$ cat src/birs_pkg.sv
// shared types and constants for the bank interleaved request scheduler
// no dependencies; used by every module of the block

package birs_pkg;

	localparam int DEF_NUM_BANKS   = 4;
	localparam int DEF_QUEUE_DEPTH = 16;
	localparam int DEF_ID_BITS     = 8;

	localparam logic [15:0] ROW_OPEN_DELAY_RST = 16'd10;
	localparam logic [2:0]  BANKS_IN_USE_RST   = 3'd4;

	typedef enum logic [0:0] {
		CFG_ROW_OPEN_DELAY = 1'b0,
		CFG_BANKS_IN_USE   = 1'b1
	} cfg_index_t;

	typedef enum logic [0:0] {
		REQ_NEW  = 1'b0,
		REQ_TICK = 1'b1
	} req_kind_t;

	typedef struct packed {
		logic [0:0] req_type;
		logic [7:0] request_id;
	} item_t;

	typedef struct packed {
		logic [7:0] done_id;
		logic [1:0] done_bank;
		logic [0:0] dropped;
		logic [0:0] last;
	} result_t;

	// command passed from the front end to the bank engine
	typedef struct packed {
		logic       is_tick;
		logic [7:0] id;
		logic [2:0] bank;
	} cmd_t;

endpackage

$ cat src/birs_front.sv
// front end: accepts input beats, picks the round-robin bank for requests
// depends on birs_pkg

module birs_front import birs_pkg::*; #(
	parameter int NUM_BANKS = DEF_NUM_BANKS,
	parameter int BANK_W    = (NUM_BANKS > 1) ? $clog2(NUM_BANKS) : 1
) (
	input  logic              clk,
	input  logic              arst_n,
	input  logic              item_valid,
	output logic              item_ready,
	input  item_t             item,
	input  logic [BANK_W:0]   n_act,
	output logic              push,
	input  logic              push_ready,
	output cmd_t              push_cmd
);

	logic [BANK_W-1:0]   next_bank_q;
	logic [BANK_W-1:0]   bank;
	logic [BANK_W:0]     bank_inc;
	logic [BANK_W+2:0]   bank_x;

	assign item_ready = push_ready;
	assign push       = item_valid && push_ready;

	always_comb begin
		bank = next_bank_q;
		if ({1'b0, next_bank_q} >= n_act) begin
			bank = '0;
		end
		bank_inc = {1'b0, bank} + 1'b1;
		bank_x   = {3'b000, bank};
		push_cmd.is_tick = (item.req_type == REQ_TICK);
		push_cmd.id      = item.request_id;
		push_cmd.bank    = bank_x[2:0];
	end

	always_ff @(posedge clk or negedge arst_n) begin
		if (!arst_n) begin
			next_bank_q <= '0;
		end else if (push && item.req_type == REQ_NEW) begin
			if (bank_inc >= n_act) begin
				next_bank_q <= '0;
			end else begin
				next_bank_q <= bank_inc[BANK_W-1:0];
			end
		end
	end

endmodule

$ cat src/birs_cmd_fifo.sv
// two-entry command queue between the front end and the bank engine
// depends on birs_pkg

module birs_cmd_fifo import birs_pkg::*; (
	input  logic clk,
	input  logic arst_n,
	input  logic push,
	output logic push_ready,
	input  cmd_t push_cmd,
	output logic cmd_valid,
	input  logic pop,
	output cmd_t cmd
);

	cmd_t       entry_q [2];
	logic       wr_ptr_q;
	logic       rd_ptr_q;
	logic [1:0] fill_q;

	assign push_ready = (fill_q != 2'd2);
	assign cmd_valid  = (fill_q != 2'd0);
	assign cmd        = entry_q[rd_ptr_q];

	always_ff @(posedge clk) begin
		if (push) begin
			entry_q[wr_ptr_q] <= push_cmd;
		end
	end

	always_ff @(posedge clk or negedge arst_n) begin
		if (!arst_n) begin
			wr_ptr_q <= 1'b0;
			rd_ptr_q <= 1'b0;
			fill_q   <= 2'd0;
		end else begin
			if (push) begin
				wr_ptr_q <= ~wr_ptr_q;
			end
			if (pop) begin
				rd_ptr_q <= ~rd_ptr_q;
			end
			if (push && !pop) begin
				fill_q <= fill_q + 2'd1;
			end else if (pop && !push) begin
				fill_q <= fill_q - 2'd1;
			end
		end
	end

endmodule

$ cat src/birs_back.sv
// bank engine: per-bank queues in a memory, busy timers, result register
// depends on birs_pkg; fed by birs_cmd_fifo

module birs_back import birs_pkg::*; #(
	parameter int NUM_BANKS   = DEF_NUM_BANKS,
	parameter int QUEUE_DEPTH = DEF_QUEUE_DEPTH,
	parameter int ID_BITS     = DEF_ID_BITS,
	parameter int BANK_W      = (NUM_BANKS > 1) ? $clog2(NUM_BANKS) : 1
) (
	input  logic            clk,
	input  logic            arst_n,
	input  logic            cmd_valid,
	input  cmd_t            cmd,
	output logic            pop,
	input  logic [BANK_W:0] n_act,
	input  logic [15:0]     dly,
	output logic            result_valid,
	input  logic            result_ready,
	output result_t         result
);

	localparam int PTR_W = $clog2(QUEUE_DEPTH);
	localparam int CNT_W = $clog2(QUEUE_DEPTH + 1);

	logic [ID_BITS-1:0]  mem [NUM_BANKS][QUEUE_DEPTH];
	logic [ID_BITS-1:0]  rd_q;
	logic                cap_pend_q;
	logic [BANK_W-1:0]   cap_bank_q;

	logic [PTR_W-1:0]    head_q  [NUM_BANKS];
	logic [CNT_W-1:0]    count_q [NUM_BANKS];
	logic [15:0]         cd_q    [NUM_BANKS];
	logic [NUM_BANKS-1:0] sv_q;
	logic [ID_BITS-1:0]  sid_q   [NUM_BANKS];
	logic [BANK_W-1:0]   vis_q;

	logic                rv_q;
	result_t             res_q;

	logic                can_emit;
	logic [BANK_W-1:0]   req_bank;
	logic                req_full;
	logic [ID_BITS+7:0]  in_id_x;
	logic [ID_BITS-1:0]  wr_id;
	logic [PTR_W:0]      pos_sum;
	logic [PTR_W-1:0]    wr_pos;
	logic                do_write;
	logic                do_drop;

	logic [15:0]         cd_dec;
	logic                fin;
	logic                emit_c;
	logic                start;
	logic                tick_go;
	logic                tick_end;
	logic                later;
	logic [ID_BITS-1:0]  emit_id;
	logic [ID_BITS+7:0]  emit_id_x;
	logic [BANK_W+1:0]   bank_x;
	logic [PTR_W:0]      head_inc;
	result_t             res_d;

	always_comb begin
		can_emit = !rv_q || result_ready;

		// request path
		req_bank = cmd.bank[BANK_W-1:0];
		req_full = (count_q[req_bank] == CNT_W'(QUEUE_DEPTH));
		in_id_x  = {{ID_BITS{1'b0}}, cmd.id};
		wr_id    = in_id_x[ID_BITS-1:0];
		pos_sum  = (PTR_W+1)'(head_q[req_bank]) + (PTR_W+1)'(count_q[req_bank]);
		if (pos_sum >= (PTR_W+1)'(QUEUE_DEPTH)) begin
			pos_sum = pos_sum - (PTR_W+1)'(QUEUE_DEPTH);
		end
		wr_pos   = pos_sum[PTR_W-1:0];
		do_write = cmd_valid && !cmd.is_tick && !req_full;
		do_drop  = cmd_valid && !cmd.is_tick && req_full && can_emit;

		// tick path, one bank per cycle while no completion is held waiting for the result register
		cd_dec   = (cd_q[vis_q] != 16'd0) ? cd_q[vis_q] - 16'd1 : 16'd0;
		fin      = (cd_dec == 16'd0);
		emit_c   = fin && sv_q[vis_q];
		start    = fin && (count_q[vis_q] != '0);
		tick_go  = cmd_valid && cmd.is_tick && (!emit_c || can_emit);
		tick_end = (({1'b0, vis_q}) + 1'b1) == n_act;
		head_inc = {1'b0, head_q[vis_q]} + 1'b1;

		later = 1'b0;
		for (int j = 0; j < NUM_BANKS; j++) begin
			if (j > int'(vis_q) && j < int'(n_act) && sv_q[j] && cd_q[j] <= 16'd1) begin
				later = 1'b1;
			end
		end

		// read data not yet captured into the serving slot
		emit_id = (cap_pend_q && cap_bank_q == vis_q) ? rd_q : sid_q[vis_q];

		res_d = '0;
		if (cmd.is_tick) begin
			emit_id_x     = {8'd0, emit_id};
			bank_x        = {2'b00, vis_q};
			res_d.last    = !later;
			res_d.dropped = 1'b0;
		end else begin
			emit_id_x     = {8'd0, wr_id};
			bank_x        = {2'b00, req_bank};
			res_d.last    = 1'b1;
			res_d.dropped = 1'b1;
		end
		res_d.done_id   = emit_id_x[7:0];
		res_d.done_bank = bank_x[1:0];

		pop = do_write || do_drop || (tick_go && tick_end);
	end

	assign result_valid = rv_q;
	assign result       = res_q;

	// bank queue memory
	always_ff @(posedge clk) begin
		if (do_write) begin
			mem[req_bank][wr_pos] <= wr_id;
		end
		if (tick_go && start) begin
			rd_q <= mem[vis_q][head_q[vis_q]];
		end
	end

	always_ff @(posedge clk) begin
		if (cap_pend_q) begin
			sid_q[cap_bank_q] <= rd_q;
		end
	end

	always_ff @(posedge clk) begin
		if ((tick_go && emit_c) || do_drop) begin
			res_q <= res_d;
		end
	end

	always_ff @(posedge clk or negedge arst_n) begin
		if (!arst_n) begin
			for (int i = 0; i < NUM_BANKS; i++) begin
				head_q[i]  <= '0;
				count_q[i] <= '0;
				cd_q[i]    <= '0;
			end
			sv_q       <= '0;
			vis_q      <= '0;
			rv_q       <= 1'b0;
			cap_pend_q <= 1'b0;
			cap_bank_q <= '0;
		end else begin
			cap_pend_q <= tick_go && start;
			cap_bank_q <= vis_q;

			if ((tick_go && emit_c) || do_drop) begin
				rv_q <= 1'b1;
			end else if (result_ready) begin
				rv_q <= 1'b0;
			end

			if (do_write) begin
				count_q[req_bank] <= count_q[req_bank] + 1'b1;
			end

			if (tick_go) begin
				vis_q <= tick_end ? '0 : vis_q + 1'b1;
				if (emit_c && !start) begin
					sv_q[vis_q] <= 1'b0;
				end
				if (start) begin
					sv_q[vis_q]    <= 1'b1;
					cd_q[vis_q]    <= dly;
					count_q[vis_q] <= count_q[vis_q] - 1'b1;
					if (head_inc >= (PTR_W+1)'(QUEUE_DEPTH)) begin
						head_q[vis_q] <= '0;
					end else begin
						head_q[vis_q] <= head_inc[PTR_W-1:0];
					end
				end else begin
					cd_q[vis_q] <= cd_dec;
				end
			end
		end
	end

	logic count_over;
	always_comb begin
		count_over = 1'b0;
		for (int i = 0; i < NUM_BANKS; i++) begin
			if (count_q[i] > CNT_W'(QUEUE_DEPTH)) begin
				count_over = 1'b1;
			end
		end
	end

	a_count_bound: assert property (@(posedge clk) disable iff (!arst_n)
		!count_over)
		else $error("bank queue count above depth");

	a_cap_follows_read: assert property (@(posedge clk) disable iff (!arst_n)
		(tick_go && start) |=> cap_pend_q)
		else $error("head read not captured");

	a_mid_tick: assert property (@(posedge clk) disable iff (!arst_n)
		(vis_q != '0) |-> (cmd_valid && cmd.is_tick))
		else $error("bank walk without a tick command");

	a_drop_last: assert property (@(posedge clk) disable iff (!arst_n)
		(rv_q && res_q.dropped) |-> res_q.last)
		else $error("drop beat without last");

endmodule

$ cat src/bank_interleaved_request_scheduler.sv
// Bank interleaved request scheduler. A request beat is dealt to the next of the
// first banks_in_use banks and queued there (a full queue yields one dropped
// result); a tick beat walks the active banks, reporting finished requests and
// starting queue heads, one active bank at a time. A completion or a drop that
// finds the result register still holding an untaken beat waits until that beat
// is taken. The front end accepts a beat per cycle while the two-entry command
// queue has room. Queue storage needs no clearing after reset.

module bank_interleaved_request_scheduler import birs_pkg::*; #(
	parameter int NUM_BANKS   = DEF_NUM_BANKS,
	parameter int QUEUE_DEPTH = DEF_QUEUE_DEPTH,
	parameter int ID_BITS     = DEF_ID_BITS
) (
	input  logic        clk,
	input  logic        arst_n,
	input  logic        item_valid,
	output logic        item_ready,
	input  item_t       item,
	output logic        result_valid,
	input  logic        result_ready,
	output result_t     result,
	input  logic        cfg_valid,
	output logic        cfg_ready,
	input  cfg_index_t  cfg_index,
	input  logic [15:0] cfg_data
);

	localparam int BANK_W = (NUM_BANKS > 1) ? $clog2(NUM_BANKS) : 1;

	logic [15:0]     row_open_delay_q;
	logic [2:0]      banks_in_use_q;
	logic [3:0]      n_wide;
	logic [BANK_W:0] n_act;
	logic [15:0]     dly;

	logic push;
	logic push_ready;
	cmd_t push_cmd;
	logic cmd_valid;
	logic pop;
	cmd_t cmd;

	assign cfg_ready = 1'b1;

	always_ff @(posedge clk or negedge arst_n) begin
		if (!arst_n) begin
			row_open_delay_q <= ROW_OPEN_DELAY_RST;
			banks_in_use_q   <= BANKS_IN_USE_RST;
		end else if (cfg_valid) begin
			unique case (cfg_index)
				CFG_ROW_OPEN_DELAY: row_open_delay_q <= cfg_data;
				CFG_BANKS_IN_USE:   banks_in_use_q   <= cfg_data[2:0];
				default: ;
			endcase
		end
	end

	always_comb begin
		n_wide = {1'b0, banks_in_use_q};
		if (n_wide == 4'd0) begin
			n_wide = 4'd1;
		end else if (n_wide > 4'(NUM_BANKS)) begin
			n_wide = 4'(NUM_BANKS);
		end
		n_act = n_wide[BANK_W:0];
		dly   = (row_open_delay_q == 16'd0) ? 16'd1 : row_open_delay_q;
	end

	birs_front #(
		.NUM_BANKS (NUM_BANKS),
		.BANK_W    (BANK_W)
	) u_front (
		.clk        (clk),
		.arst_n     (arst_n),
		.item_valid (item_valid),
		.item_ready (item_ready),
		.item       (item),
		.n_act      (n_act),
		.push       (push),
		.push_ready (push_ready),
		.push_cmd   (push_cmd)
	);

	birs_cmd_fifo u_cmd_fifo (
		.clk        (clk),
		.arst_n     (arst_n),
		.push       (push),
		.push_ready (push_ready),
		.push_cmd   (push_cmd),
		.cmd_valid  (cmd_valid),
		.pop        (pop),
		.cmd        (cmd)
	);

	birs_back #(
		.NUM_BANKS   (NUM_BANKS),
		.QUEUE_DEPTH (QUEUE_DEPTH),
		.ID_BITS     (ID_BITS),
		.BANK_W      (BANK_W)
	) u_back (
		.clk          (clk),
		.arst_n       (arst_n),
		.cmd_valid    (cmd_valid),
		.cmd          (cmd),
		.pop          (pop),
		.n_act        (n_act),
		.dly          (dly),
		.result_valid (result_valid),
		.result_ready (result_ready),
		.result       (result)
	);

endmodule

$ cat config.mk
export PLATFORM = sky130hd
export DESIGN_NAME = bank_interleaved_request_scheduler
export DESIGN_NICKNAME = d
export VERILOG_FILES = /design/src/birs_pkg.sv /design/src/birs_front.sv /design/src/birs_cmd_fifo.sv /design/src/birs_back.sv /design/src/bank_interleaved_request_scheduler.sv
export SDC_FILE = /design/constraint.sdc
export NUM_CORES = 1
export LEC_CHECK = 0
export ABC_AREA = 0
export BUFFER_PORTS_ARGS = -buffer_cell sky130_fd_sc_hd__buf_2
export CELL_PAD_IN_SITES_DETAIL_PLACEMENT = 0
export CELL_PAD_IN_SITES_GLOBAL_PLACEMENT = 2
export CORE_MARGIN = 2
export CORE_UTILIZATION = 49
export DETAILED_ROUTE_END_ITERATION = 12
export GPL_TIMING_DRIVEN = 0
export PLACE_DENSITY = 0.79
export SYNTH_ARGS = -nofsm -noshare
export SYNTH_HDL_FRONTEND = slang
export SYNTH_SLANG_ARGS = --single-unit
$ cat constraint.sdc
create_clock -name clk -period 5.6 [get_ports clk]
set_clock_uncertainty 0.15 [all_clocks]
set_input_delay 1.12 -clock clk [delete_from_list [all_inputs] [get_ports clk]]
set_output_delay 1.12 -clock clk [all_outputs]
set_load 0.1 [all_outputs]
==> results.md <==
* RSZ-0062 raised after global routing: false
* Yosys Warn Count at 0
* ANT nets after route at 0
* Flops & latches, synth at 721
* Cell taking the most area after synthesis: edfxtp_1
* Leak Pwr at 12.0 nW
* WHS at 0.298 ns
* Pwr/cell area at 601 nW/um^2
* R2R Path End: u_back.rd_q[5]
* EDFF count, synth at 586
* H-tree Lvls at 3
* Sw frac at 0.372
* Sink Count at 721
* Setup bufs post-CTS at 0
* DP Wirelength at 50800 um
* DRT iter0 DRCs at 1477
* Worst r2r src: u_back.vis_q[1]
* Hold Violations, Final at 0
* Final nets at 1854
* Vias/cell at 5.93
* Critical Path End Type: flop
* Clk pin slew, worst setup/hold paths at 0.06 ns
* Largest cells by area after synthesis: edfxtp_1, mux4_2, dfrtp_1
* TritonCTS clock tree: done
* Synthesized instance count at 1677
* Die width at 254 um
* Ports at 46
* Setup slack after layout at 0.268 ns
* Vias in the first global route at 16400
* R2r worst-path depth at 14
* Synthesis-to-layout area growth at 12.6%
* Die Ht at 254 um
* Worst Setup SP: u_back.vis_q[1]
* WP data required at 5.73 ns
* First-pass GRT wire length at 111000 um
* Clock latency on the worst-skew pair at 0.63 ns
* Reg2reg setup slack at 0.27 ns
* Ys flop type: edfxtp_1
* Final period utilization at 0.952
* Worst Path Arrival at 5.46 ns
* Post-synth top area share at 0.574
* Sw power at 0.00773 W
* Cell with the most instances after synthesis: edfxtp_1
* # port buffers at 44
* Post-synth cell types at 75
* Reg power frac at 0.358
* Minimum clock period at 5.33 ns
* HP Class: input port to async pin
* Post-DP Area at 32000 um^2
* Mean Syn Cell Area at 18.3 um^2
* Synth Cell Area at 30700 um^2
* Full die area at 64600 um^2
* VDD IR max at 0.278 mV
* Root Driver: clkbuf_16
* DR WL/cell at 28.2 um
* # DRC at 0
* Slew Viols, Final at 0
* DP Worst Slack at -1.02 ns
* MaxCap Viol Count at 0
* Total track usage at 0.241
* Vias at 16000
* Comb pwr share at 0.403
* Top post-synthesis cells by count: edfxtp_1, mux4_2, dfrtp_1
* Share of post-route cells with drive strength above 1 at 0.271
* Max Fclk at 0.188 GHz
* Antenna violations before repair at 0
* Fraction of registers with async set/reset at 0.187
* Initial core utilization at 0.496
* CP max FO at 10
* Worst setup path class: flop to flop
* Pin count of the biggest net entering global routing at 84
* Total wire length at 76000 um
* Pint at 0.0130 W
* Sequential cell area fraction in the yosys report at 0.684
* Status: finished, final reports clean
* Clock share of power at 0.239
* Syn Nets at 1731
* GR Overflow Total at 0
* Num CTS Buffers at 77
* Clock tree buffer depth at 3
* Core Region at 61800 um^2
* Gp weighted congestion at 0.855
* Number of diodes at 0
* First-pass detailed-route iteration total at 5
* Headroom to the max-slew limit at 0.101
* Worst-margin pin slew at 1.35 ns
* Setup-failing EPs final at 0
* Final instance area at 34500 um^2
* Worst Setup Start Kind: flop
* Core Rows at 91
==> layout by cell type (no fill, tap or decap), types with 17 or more instances in the layout <==
cell       count
a211oi_1      35
a21oi_1       39
and2_1        23
buf_1         25
buf_2         54
clkbuf_1      46
clkbuf_16     77
clkinv_1      21
dfrtp_1      132
edfxtp_1     586
ha_1          22
inv_1         26
mux2_2        83
mux2_4        29
mux2i_1       80
mux4_2       170
nand2_1       64
nor2_1        89
nor4_1        17
o21ai_0       27
xnor2_1       18
==> power by group through the flow <==
stage | logic, W | clock network [W] | registers, W
2_1_floorplan | 0.00551 | 0 | 0.00743
3_3_place_gp | 0.00822 | 0 | 0.00752
3_5_place_dp | 0.00834 | 0 | 0.00756
4_1_cts | 0.00838 | 0.00504 | 0.00745
5_1_grt | 0.00894 | 0.00523 | 0.00751
6_report | 0.00836 | 0.00496 | 0.00744
==> registers in the layout, summed over array words and instances (netlist names), named ones only <==
signal,cells
u_front.next_bank_q,2
u_cmd_fifo.wr_ptr_q,1
u_back.rd_q,8
banks_in_use_q,3
u_back.head_q,16
u_back.count_q,20
u_back.cd_q,64
u_back.vis_q,2
u_cmd_fifo.rd_ptr_q,1
u_back.cap_pend_q,1
u_back.result,12
u_cmd_fifo.entry_q,22
u_cmd_fifo.fill_q,2
u_back.sid_q,32
row_open_delay_q,16
u_back.result_valid,1
u_back.mem,512
u_back.cap_bank_q,2
==> cell families (layout without fill, tap and decap cells) <==
family,count (synthesis),after routing,synth area share
AOI/OAI and AO/OA,138,138,0.0293
xor gates and xnor gates,30,30,0.00856
adders and majority gates,23,23,0.00962
buffers and inverters,106,287,0.0160
DFF,721,721,0.684
muxes,372,372,0.202
other,1,1,0.000122
and+or+nand+nor,286,286,0.0507
==> worst max-delay path: stages, from the launching register on <==
cell and delay, ns:
dfrtp_1 0.52, buf_6 0.23, clkbuf_8 0.22, buf_2 0.42
mux4_2 0.34, buf_2 0.23, buf_2 0.37, buf_2 0.38
buf_1 0.71, clkbuf_1 0.54, nand2_1 0.11, o211ai_1 0.12
o21ai_0 0.11, nand2_1 0.20, o21ai_0 0.29
==> metrics by stage <==
step	total power (W)	setup TNS [ns]	util	instances
3_3_place_gp	0.0157	-87.67	0.517	2558
5_1_grt	0.0217	0	0.559	2695
6_report	0.0208	0	0.559	2695
3_5_place_dp	0.0159	-121.56	0.517	2559
4_1_cts	0.0209	0	0.557	2695
2_1_floorplan	0.0129	0	-	1677
==> layer usage <==
layer  GRT usage  share of wire  vias up
li1            -              -     6960
met1       0.332           0.42     8421
met2       0.396           0.50      467
met3      0.0348          0.048      135
met4      0.0813          0.032        0
met5           0              0        -
==> cell type report <==
| cell class | instances | area [um^2] |
|---|---|---|
| inverter | 26 | 97.6 |
| buffer | 79 | 404 |
| tap | 837 | 1050 |
| clock inverter | 42 | 443 |
| timing repair buffer | 45 | 254 |
| clock buffer | 95 | 2010 |
| sequential | 721 | 21000 |
| fill | 4813 | 27300 |
| multi-input combinational | 850 | 9290 |
==> worst max-delay path by stage <==
| stage | end |
|---|---|
| floorplan | u_back.cd_q[28] |
| global placement | u_back.cd_q[34] |
| detailed placement | u_back.cd_q[34] |
| CTS | u_back.cd_q[2] |
| global route | u_back.mem[1][123] |
| finish | u_back.rd_q[5] |
==> what timing repair did <==
action	CTS	global route
resized for setup	5	14
hold buffers	0	0
setup endpoints to repair	588	494
pin swaps	0	0
Power figures use the tool's default switching activity.
